$ cat config.mk
export PLATFORM = sky130hd
export DESIGN_NAME = rational_arithmetic_unit_flat
export DESIGN_NICKNAME = d
export VERILOG_FILES = /design/src/rtl/rau_pkg.sv /design/src/rtl/rau_stream_if.sv /design/src/rtl/rau_divider.sv /design/src/rtl/rau_datapath.sv /design/src/rtl/rau_controller.sv /design/src/rtl/rational_arithmetic_unit.sv /design/src/flat_wrapper.sv
export SDC_FILE = /design/constraint.sdc
export NUM_CORES = 1
export LEC_CHECK = 0
export ABC_AREA = 0
export BUFFER_PORTS_ARGS = -buffer_cell sky130_fd_sc_hd__buf_2
export CAP_MARGIN = 15
export CORE_ASPECT_RATIO = 0.75
export CORE_UTILIZATION = 35
export DETAILED_ROUTE_END_ITERATION = 12
export GPL_TIMING_DRIVEN = 0
export REMOVE_ABC_BUFFERS = 1
export SETUP_SLACK_MARGIN = 0.3
export SLEW_MARGIN = 20
export SYNTH_ARGS = -nofsm -noshare
export SYNTH_HDL_FRONTEND = slang
export SYNTH_SLANG_ARGS = --single-unit
$ cat constraint.sdc
create_clock -name clk -period 7.68 [get_ports clk]
set_input_delay 0.768 -clock clk [delete_from_list [all_inputs] [get_ports clk]]
set_output_delay 0.768 -clock clk [all_outputs]
set_load 0.01 [all_outputs]
$ cat src/rtl/rau_pkg.sv
// shared constants and types for the rational arithmetic unit
package rau_pkg;
	localparam int OperandWidth = 32;
	localparam int DenWidth = OperandWidth - 1;
	localparam int WideWidth = 64;

	typedef enum logic [1:0] {
		OP_SUM  = 2'd0,
		OP_DIFF = 2'd1,
		OP_PROD = 2'd2,
		OP_QUOT = 2'd3
	} op_t;

	typedef struct packed {
		logic [31:0] first_numerator;
		logic [30:0] first_denominator;
		logic [31:0] second_numerator;
		logic [30:0] second_denominator;
	} in_item_t;

	typedef struct packed {
		logic [1:0]  operation;
		logic        is_infinite;
		logic        is_negative;
		logic [62:0] whole_part;
		logic [61:0] fraction_numerator;
		logic [62:0] fraction_denominator;
		logic        last_result;
	} out_item_t;

	// controller to datapath
	typedef struct packed {
		logic load;       // capture operands
		logic mul_start;  // register products for op
		logic form;       // form num/den for op
		logic div_start;  // start divide of the operands selected by mode
		logic gcd_init;   // x <= den, y <= remainder
		logic fin_init;   // divide remainder by gcd
		logic fin2_init;  // divide den by gcd
		logic emit;       // build output item
		op_t  op;
	} cmd_t;

	// datapath to controller
	typedef struct packed {
		logic div_busy;
		logic den_zero;
		logic num_zero;
		logic rem_zero;
		logic y_zero;
	} stat_t;
endpackage

$ cat src/rtl/rau_stream_if.sv
// valid/ready channel carrying one payload
interface rau_stream_if #(parameter type payload_t = logic) ();
	logic     valid;
	logic     ready;
	payload_t payload;
	modport source (output valid, output payload, input ready);
	modport sink (input valid, input payload, output ready);
endinterface

$ cat src/rtl/rau_divider.sv
// 64-bit restoring divider, one quotient bit per cycle
module rau_divider (
	input  logic        clk,
	input  logic        arst_n,
	input  logic        start,
	input  logic [63:0] dividend,
	input  logic [63:0] divisor,
	output logic        busy,
	output logic [63:0] quotient,
	output logic [63:0] remainder
);
	logic [63:0] quo_q, rem_q, dvs_q;
	logic [6:0]  cnt_q;
	logic [64:0] trial;
	logic [63:0] shifted;

	assign shifted = {rem_q[62:0], quo_q[63]};
	assign trial = {rem_q, quo_q[63]} - {1'b0, dvs_q};

	always_ff @(posedge clk or negedge arst_n) begin
		if (!arst_n) begin
			cnt_q <= '0;
		end else if (start) begin
			cnt_q <= 7'd64;
		end else if (cnt_q != '0) begin
			cnt_q <= cnt_q - 7'd1;
		end
	end

	always_ff @(posedge clk) begin
		if (start) begin
			quo_q <= dividend;
			rem_q <= '0;
			dvs_q <= divisor;
		end else if (cnt_q != '0) begin
			if (!trial[64]) begin
				rem_q <= trial[63:0];
				quo_q <= {quo_q[62:0], 1'b1};
			end else begin
				rem_q <= shifted;
				quo_q <= {quo_q[62:0], 1'b0};
			end
		end
	end

	assign busy = (cnt_q != '0);
	assign quotient = quo_q;
	assign remainder = rem_q;
endmodule

$ cat src/rtl/rau_datapath.sv
// operand registers, multiplier, shared divider and gcd registers
module rau_datapath (
	input  logic                clk,
	input  logic                arst_n,
	input  rau_pkg::in_item_t   in_item,
	input  rau_pkg::cmd_t       cmd,
	output rau_pkg::stat_t      stat,
	output rau_pkg::out_item_t  out_item
);
	import rau_pkg::*;

	logic signed [32:0] a_q, b_q, c_q, d_q;
	logic signed [32:0] mul_x, mul_y;
	logic signed [65:0] mul_p;
	logic signed [63:0] ad_q, bc_q, bd_q, ac_q;
	logic [63:0] an_q, aden_q;
	logic        neg_q, inf_q, numz_q;
	logic [63:0] whole_q, rem_q, gx_q, gy_q, g_q, fn_q;
	logic [63:0] div_a, div_b, div_quo, div_rem;
	logic        div_busy;
	logic signed [63:0] num_c, den_c;
	logic [1:0]  mode_q; // 0 whole, 1 gcd, 2 fn, 3 fd

	always_comb begin
		case (cmd.op)
			OP_SUM: begin mul_x = a_q; mul_y = d_q; end
			OP_DIFF: begin mul_x = b_q; mul_y = c_q; end
			OP_PROD: begin mul_x = b_q; mul_y = d_q; end
			default: begin mul_x = a_q; mul_y = c_q; end
		endcase
	end

	assign mul_p = mul_x * mul_y;

	always_ff @(posedge clk) begin
		if (cmd.load) begin
			a_q <= 33'(signed'(in_item.first_numerator[OperandWidth-1:0]));
			b_q <= 33'(in_item.first_denominator[DenWidth-1:0]);
			c_q <= 33'(signed'(in_item.second_numerator[OperandWidth-1:0]));
			d_q <= 33'(in_item.second_denominator[DenWidth-1:0]);
		end
		// one shared multiplier, one product per cycle
		if (cmd.mul_start) begin
			case (cmd.op)
				OP_SUM: ad_q <= mul_p[63:0];
				OP_DIFF: bc_q <= mul_p[63:0];
				OP_PROD: bd_q <= mul_p[63:0];
				default: ac_q <= mul_p[63:0];
			endcase
		end
	end

	always_comb begin
		case (cmd.op)
			OP_SUM: begin num_c = ad_q + bc_q; den_c = bd_q; end
			OP_DIFF: begin num_c = ad_q - bc_q; den_c = bd_q; end
			OP_PROD: begin num_c = ac_q; den_c = bd_q; end
			default: begin num_c = ad_q; den_c = bc_q; end
		endcase
	end

	always_comb begin
		case (mode_q)
			2'd1: begin div_a = gx_q; div_b = gy_q; end
			2'd2: begin div_a = rem_q; div_b = g_q; end
			2'd3: begin div_a = aden_q; div_b = g_q; end
			default: begin div_a = an_q; div_b = aden_q; end
		endcase
	end

	rau_divider u_div (
		.clk(clk), .arst_n(arst_n), .start(cmd.div_start),
		.dividend(div_a), .divisor(div_b),
		.busy(div_busy), .quotient(div_quo), .remainder(div_rem)
	);

	always_ff @(posedge clk or negedge arst_n) begin
		if (!arst_n) begin
			mode_q <= 2'd0;
		end else if (cmd.form) begin
			mode_q <= 2'd0;
		end else if (cmd.gcd_init) begin
			mode_q <= 2'd1;
		end else if (cmd.fin_init) begin
			mode_q <= 2'd2;
		end else if (cmd.fin2_init) begin
			mode_q <= 2'd3;
		end
	end

	logic div_done_q;
	always_ff @(posedge clk or negedge arst_n) begin
		if (!arst_n) begin
			div_done_q <= 1'b0;
		end else begin
			div_done_q <= div_busy;
		end
	end

	always_ff @(posedge clk) begin
		if (cmd.form) begin
			inf_q <= (den_c == 0);
			numz_q <= (num_c == 0);
			neg_q <= (num_c < 0) != (den_c < 0);
			an_q <= num_c < 0 ? 64'(-num_c) : 64'(num_c);
			aden_q <= den_c < 0 ? 64'(-den_c) : 64'(den_c);
			whole_q <= '0;
			rem_q <= '0;
			fn_q <= '0;
			g_q <= 64'd1;
		end
		// capture on the falling edge of busy
		if (div_done_q && !div_busy) begin
			case (mode_q)
				2'd0: begin whole_q <= div_quo; rem_q <= div_rem; end
				2'd1: begin gx_q <= gy_q; gy_q <= div_rem; end
				2'd2: fn_q <= div_quo;
				default: g_q <= div_quo;
			endcase
		end
		if (cmd.gcd_init) begin
			gx_q <= aden_q;
			gy_q <= rem_q;
		end
		if (cmd.fin_init) g_q <= gx_q;
	end

	assign stat.div_busy = div_busy || (!div_done_q ? 1'b0 : 1'b1);
	assign stat.den_zero = inf_q;
	assign stat.num_zero = numz_q;
	assign stat.rem_zero = (rem_q == 0);
	assign stat.y_zero = (gy_q == 0);

	always_ff @(posedge clk) begin
		if (cmd.emit) begin
			out_item.operation <= cmd.op;
			out_item.is_infinite <= inf_q;
			out_item.is_negative <= !inf_q && !numz_q && neg_q;
			out_item.whole_part <= (inf_q || numz_q) ? '0 : whole_q[62:0];
			out_item.fraction_numerator <= (inf_q || numz_q || rem_q == 0) ?
				'0 : fn_q[61:0];
			out_item.fraction_denominator <= (inf_q || numz_q || rem_q == 0) ?
				63'd1 : g_q[62:0];
			out_item.last_result <= (cmd.op == OP_QUOT);
		end
	end
endmodule

$ cat src/rtl/rau_controller.sv
// sequencer over the four results of one transaction
module rau_controller (
	input  logic           clk,
	input  logic           arst_n,
	input  logic           in_valid,
	output logic           in_ready,
	output logic           out_valid,
	input  logic           out_ready,
	input  rau_pkg::stat_t stat,
	output rau_pkg::cmd_t  cmd
);
	import rau_pkg::*;

	typedef enum logic [3:0] {
		S_IDLE, S_MUL0, S_MUL1, S_MUL2, S_MUL3, S_FORM, S_CHECK, S_DIV,
		S_GCD, S_GCDW, S_FIN, S_FINW, S_FIN2, S_FIN2W, S_EMIT, S_OUT
	} state_t;

	state_t state_q;
	op_t    op_q;
	logic   wait_q;

	always_comb begin
		cmd = '0;
		cmd.op = op_q;
		case (state_q)
			S_IDLE: cmd.load = in_valid;
			S_MUL0: begin cmd.mul_start = 1'b1; cmd.op = OP_SUM; end
			S_MUL1: begin cmd.mul_start = 1'b1; cmd.op = OP_DIFF; end
			S_MUL2: begin cmd.mul_start = 1'b1; cmd.op = OP_PROD; end
			S_MUL3: begin cmd.mul_start = 1'b1; cmd.op = OP_QUOT; end
			S_FORM: cmd.form = 1'b1;
			S_CHECK: cmd.div_start = !stat.den_zero && !stat.num_zero;
			S_GCD: cmd.div_start = !wait_q && !stat.y_zero;
			S_FIN: cmd.fin_init = !wait_q;
			S_FINW: cmd.div_start = !wait_q;
			S_FIN2: cmd.fin2_init = !wait_q && !stat.div_busy;
			S_FIN2W: cmd.div_start = !wait_q;
			S_EMIT: cmd.emit = 1'b1;
			default: ;
		endcase
		if (state_q == S_DIV && !stat.div_busy && !wait_q && !stat.rem_zero)
			cmd.gcd_init = 1'b1;
	end

	assign in_ready = (state_q == S_IDLE);

	always_ff @(posedge clk or negedge arst_n) begin
		if (!arst_n) begin
			state_q <= S_IDLE;
			op_q <= OP_SUM;
			out_valid <= 1'b0;
			wait_q <= 1'b0;
		end else begin
			wait_q <= 1'b0;
			case (state_q)
				S_IDLE: if (in_valid) state_q <= S_MUL0;
				S_MUL0: state_q <= S_MUL1;
				S_MUL1: state_q <= S_MUL2;
				S_MUL2: state_q <= S_MUL3;
				S_MUL3: begin op_q <= OP_SUM; state_q <= S_FORM; end
				S_FORM: state_q <= S_CHECK;
				S_CHECK: begin
					if (stat.den_zero || stat.num_zero) state_q <= S_EMIT;
					else begin state_q <= S_DIV; wait_q <= 1'b1; end
				end
				S_DIV: if (!wait_q && !stat.div_busy) begin
					if (stat.rem_zero) state_q <= S_EMIT;
					else begin state_q <= S_GCD; wait_q <= 1'b1; end
				end
				S_GCD: if (!wait_q) begin
					if (stat.y_zero) begin state_q <= S_FIN; wait_q <= 1'b1; end
					else begin state_q <= S_GCDW; wait_q <= 1'b1; end
				end
				S_GCDW: if (!wait_q && !stat.div_busy) begin
					state_q <= S_GCD; wait_q <= 1'b1;
				end
				S_FIN: if (!wait_q) begin state_q <= S_FINW; wait_q <= 1'b1; end
				S_FINW: if (!wait_q) begin state_q <= S_FIN2; wait_q <= 1'b1; end
				S_FIN2: if (!wait_q && !stat.div_busy) begin
					state_q <= S_FIN2W; wait_q <= 1'b1;
				end
				S_FIN2W: if (!wait_q) begin state_q <= S_OUT; wait_q <= 1'b1; end
				S_OUT: if (!wait_q && !stat.div_busy) state_q <= S_EMIT;
				S_EMIT: begin state_q <= S_MUL0; out_valid <= 1'b1; end
				default: state_q <= S_IDLE;
			endcase
			// hold in the mul0 slot while the result waits
			if (state_q == S_MUL0 && op_q != OP_SUM) state_q <= S_MUL0;
			if (out_valid) begin
				state_q <= state_q;
				if (out_ready) begin
					out_valid <= 1'b0;
					if (op_q == OP_QUOT) begin
						state_q <= S_IDLE;
						op_q <= OP_SUM;
					end else begin
						op_q <= op_t'(op_q + 2'd1);
						state_q <= S_FORM;
					end
				end
			end
		end
	end
endmodule

$ cat src/rtl/rational_arithmetic_unit.sv
// top level: exact sum, difference, product and quotient of two fractions
//
//  channel   dir   payload                           per transaction
//  in_ch     in    two numerator/denominator pairs   one
//  out_ch    out   sign, whole part, reduced fraction four
//
// each input is loaded and its four products are registered in turn on the shared
// multiplier; each result then needs the whole-part divide, one divide per gcd
// step and the two reducing divides, all on the one shared restoring divider.
// a zero or infinite result skips the divides. arst_n clears the sequencer and
// the divider count; a stalled result holds its register and the sequencer until
// taken. a new input is taken only after the quotient.
module rational_arithmetic_unit (
	input logic clk,
	input logic arst_n,
	rau_stream_if.sink   in_ch,
	rau_stream_if.source out_ch
);
	import rau_pkg::*;

	cmd_t  cmd;
	stat_t stat;
	out_item_t out_item;

	rau_controller u_ctrl (
		.clk(clk), .arst_n(arst_n),
		.in_valid(in_ch.valid), .in_ready(in_ch.ready),
		.out_valid(out_ch.valid), .out_ready(out_ch.ready),
		.stat(stat), .cmd(cmd)
	);

	rau_datapath u_dp (
		.clk(clk), .arst_n(arst_n), .in_item(in_ch.payload),
		.cmd(cmd), .stat(stat), .out_item(out_item)
	);

	assign out_ch.payload = out_item;
endmodule
$ cat src/flat_wrapper.sv
// flat-port wrapper written by rule: the top's interface ports become plain ports
module rational_arithmetic_unit_flat import rau_pkg::*;
  (clk, arst_n, in_ch_valid, in_ch_payload, in_ch_ready, out_ch_valid, out_ch_payload, out_ch_ready);
  rau_stream_if in_ch_i ();
  rau_stream_if out_ch_i ();
  input logic clk;
  input logic arst_n;
  input wire logic [$bits(in_ch_i.valid)-1:0] in_ch_valid;
  input wire logic [$bits(in_ch_i.payload)-1:0] in_ch_payload;
  output wire logic [$bits(in_ch_i.ready)-1:0] in_ch_ready;
  output wire logic [$bits(out_ch_i.valid)-1:0] out_ch_valid;
  output wire logic [$bits(out_ch_i.payload)-1:0] out_ch_payload;
  input wire logic [$bits(out_ch_i.ready)-1:0] out_ch_ready;
  assign in_ch_i.valid = in_ch_valid;
  assign in_ch_i.payload = in_ch_payload;
  assign in_ch_ready = in_ch_i.ready;
  assign out_ch_valid = out_ch_i.valid;
  assign out_ch_payload = out_ch_i.payload;
  assign out_ch_i.ready = out_ch_ready;
  rational_arithmetic_unit u_core (.clk(clk), .arst_n(arst_n), .in_ch(in_ch_i), .out_ch(out_ch_i));
endmodule
==> results.tsv <==
metric	value	unit
layout cell share with drive strength beyond 1	8.54	%
crit path DAT	6060	ps
Layout Cells excl Fill	3556	
count of final hold-check violations	0	
CP Class	reg2reg	
total power	11.3	mW
Post-CTS Resized	0	
hpwl dp	48.0	mm
global-route wire length before repair	114	mm
Final Max Tran Viols	0	
RSZ-0062 raised after global routing	false	
worst endpoint required time	7980	ps
Post-synth EDFFs	257	
mapped cell area	24800	sq um
CTS max path bufs	3	
Reg power frac	35.3	%
Yosys reg bits	467	
ys flop type	edfxtp_1	
hold_buf cts	0	
floorplan core area	70000	sq um
vias per cell	5.70	
FMAX	0.174	GHz
Total Routed Length	72.7	mm
r2r setup slk	1920	ps
Slew HR	31.9	%
Area Growth Syn to Fin	10.9	%
total negative slack	0	ps
clock sink total	467	
Die Span X	309	microns
clock power share	20.6	%
detailed-router iteration count before antenna repair	6	
Placed Cells	3471	
DRC	0	
Sw Ratio	42.2	%
most common cell after layout, fill and taps aside	nand2_1	
Buffers on Ports	6	
Routed Antenna Nets	0	
die area	71800	sq um
largest net degree at the start of global routing	104	
sequential area share after synthesis	48.5	%
Worst-path clk slew	60	ps
Max Cap Violations	0	
CTS H-Tree Depth	2	
Setup Skew	16.2	ps
Sw Pwr	4.75	mW
Yosys cell types	89	
Worst Tran Pin Value	1010	ps
Die H	232	microns
Root Driver	clkbuf_16	
Setup violations, final	0	
ant diodes	0	
Int Pwr	6.52	mW
initial antenna violation count	1	
Mean Syn Cell Area	9.23	sq um
Initial Util	35.4	%
Synth async-reset ratio	3.85	%
HP Class	in2async	
I/O pins	8	
DRT iter0 DRCs	2214	
outcome	completed	
fin crit period	5760	ps
worst slack, placed	1940	ps
Cells after Synth	2684	
Power Density	411	nW/um^2
Synth Warn #	0	
maximum vdd drop	0.000260	V
crit start category	flop	
most frequent cells in the layout	418 x nand2_1, 257 x edfxtp_1, 211 x o21ai_0	
CTS tree	done	
WHS	111	ps
Remaining Overflow, GRT	0	
Setup crit end kind	flop	
Lkg Pwr	10.7	nW
Rows	84	
number of global-route vias before repair	19588	
Logic pwr share	44.0	%
GPL Wtd Cong	0.880	
All-Layer GR Usage	20.1	%
total number of vias	20261	
cts bufs inserted	48	
WL per Instance	20.4	microns
latest clock arrival within the worst-skew pair	590	ps
fin worst setup slack	1920	ps
Final Cycle Share	75.0	%
crit path max fanout	103	
nets	2653	
Post-CTS Setup Repair Bufs	0	
power groups by stage:
stage	clock (mW)	combinational [mW]	sequential, mW
floorplan	0	3.39	3.81
global placement	0	4.62	4.04
detailed placement	0	4.87	4.00
CTS	2.38	4.89	3.96
global route	2.47	5.44	4.06
finish	2.33	4.97	3.98
sequential cells by signal, indices dropped and copies added, names as in the netlist:
name / count
u_core.u_ctrl.op_q: 2
u_core.u_ctrl.out_valid: 1
u_core.u_ctrl.state_q: 4
u_core.u_ctrl.wait_q: 1
u_core.u_dp.div_done_q: 1
u_core.u_dp.g_q: 64
u_core.u_dp.gx_q: 64
u_core.u_dp.gy_q: 64
u_core.u_dp.mode_q: 2
u_core.u_dp.out_item: 1
u_core.u_dp.rem_q: 64
u_core.u_dp.u_div.cnt_q: 7
u_core.u_dp.u_div.dvs_q: 64
u_core.u_dp.u_div.quotient: 64
u_core.u_dp.u_div.remainder: 64
cell usage after synthesis (6+ instances only):
library cell	n	share of area (%)
xor2_1	34	1.2
o21bai_1	9	0.27
and3_1	78	2.0
a31oi_1	14	0.35
a21oi_1	189	3.8
mux2_2	64	2.9
mux2i_1	15	0.61
clkbuf_1	133	2.0
o211ai_1	8	0.24
nor3_1	36	0.73
buf_4	13	0.39
buf_2	32	0.65
dfrtp_1	18	1.8
nor2_1	188	2.8
nand2_1	420	6.4
nand2b_1	14	0.35
nand4_1	36	0.91
or4_1	6	0.18
edfxtp_1	257	31
buf_1	21	0.32
o31ai_1	7	0.21
o21a_1	12	0.36
a22oi_1	66	2.0
o211a_1	7	0.28
a211oi_1	31	0.94
dfxtp_1	192	16
nor2b_1	70	1.8
a21o_1	42	1.3
o21ai_0	211	4.3
inv_1	87	1.3
nor4_1	38	0.96
xnor2_1	29	1.0
or2_2	6	0.15
nand3_1	82	1.7
a22o_1	64	2.3
ha_1	72	3.6
kinds of logic after synthesis:
kind of cell	after synthesis	share of synthesized area (%)
muxes	81	3.62
buffers and inverters	288	4.72
xor gates and xnor gates	63	2.23
adders and majority gates	73	3.72
and+or+nand+nor	1001	18.9
DFF	467	48.5
AOI/OAI and AO/OA	711	18.3
worst max-delay path, stage by stage, from the launching register on:
cell      delay [ps]
edfxtp_1         420
nor4_1           790
nand4_1          500
nor4_1           990
o31ai_1          220
nand2_4          600
inv_8            440
buf_16           360
nor2_2           480
inv_6            260
buf_16           300
metal layers:
layer / GRT usage, % / share of wire [%]
met1: 30.7 / 49
met2: 28.9 / 41
met3: 3.41 / 7.8
met4: 4.78 / 1.8
met5: 0 / 0.012
per-stage QoR:
stage | utilization (%) | area, sq um
floorplan | - | 23900
global placement | 35.9 | 25100
CTS | 39.2 | 27500
finish | 39.2 | 27500
detailed placement | 37.1 | 25900
global route | 39.2 | 27500
cell type report:
type	instances	area (sq um)
fill	7015	42500
sequential	467	12000
multi-input combinational	1929	11700
clock buffer	65	1330
tap	946	1180
timing repair buffer	40	684
inverter	89	352
clock inverter	20	186
final timing paths:
check,start,endpoint,cells after the start
worst min register to register,u_core.u_dp.gx_q[54],u_core.u_dp.g_q[54],2
worst max-delay path,u_core.u_dp.gy_q[31],u_core.u_dp.u_div.quotient[11],10
min in group clk,out_ch_ready,u_core.u_ctrl.op_q[1],3
max in group asynchronous,arst_n,u_core.u_dp.mode_q[1],1
worst max register to register,u_core.u_dp.gy_q[31],u_core.u_dp.u_div.quotient[11],10
worst min-delay path,arst_n,u_core.u_ctrl.op_q[0],1
(Power assumes the default switching activity.)
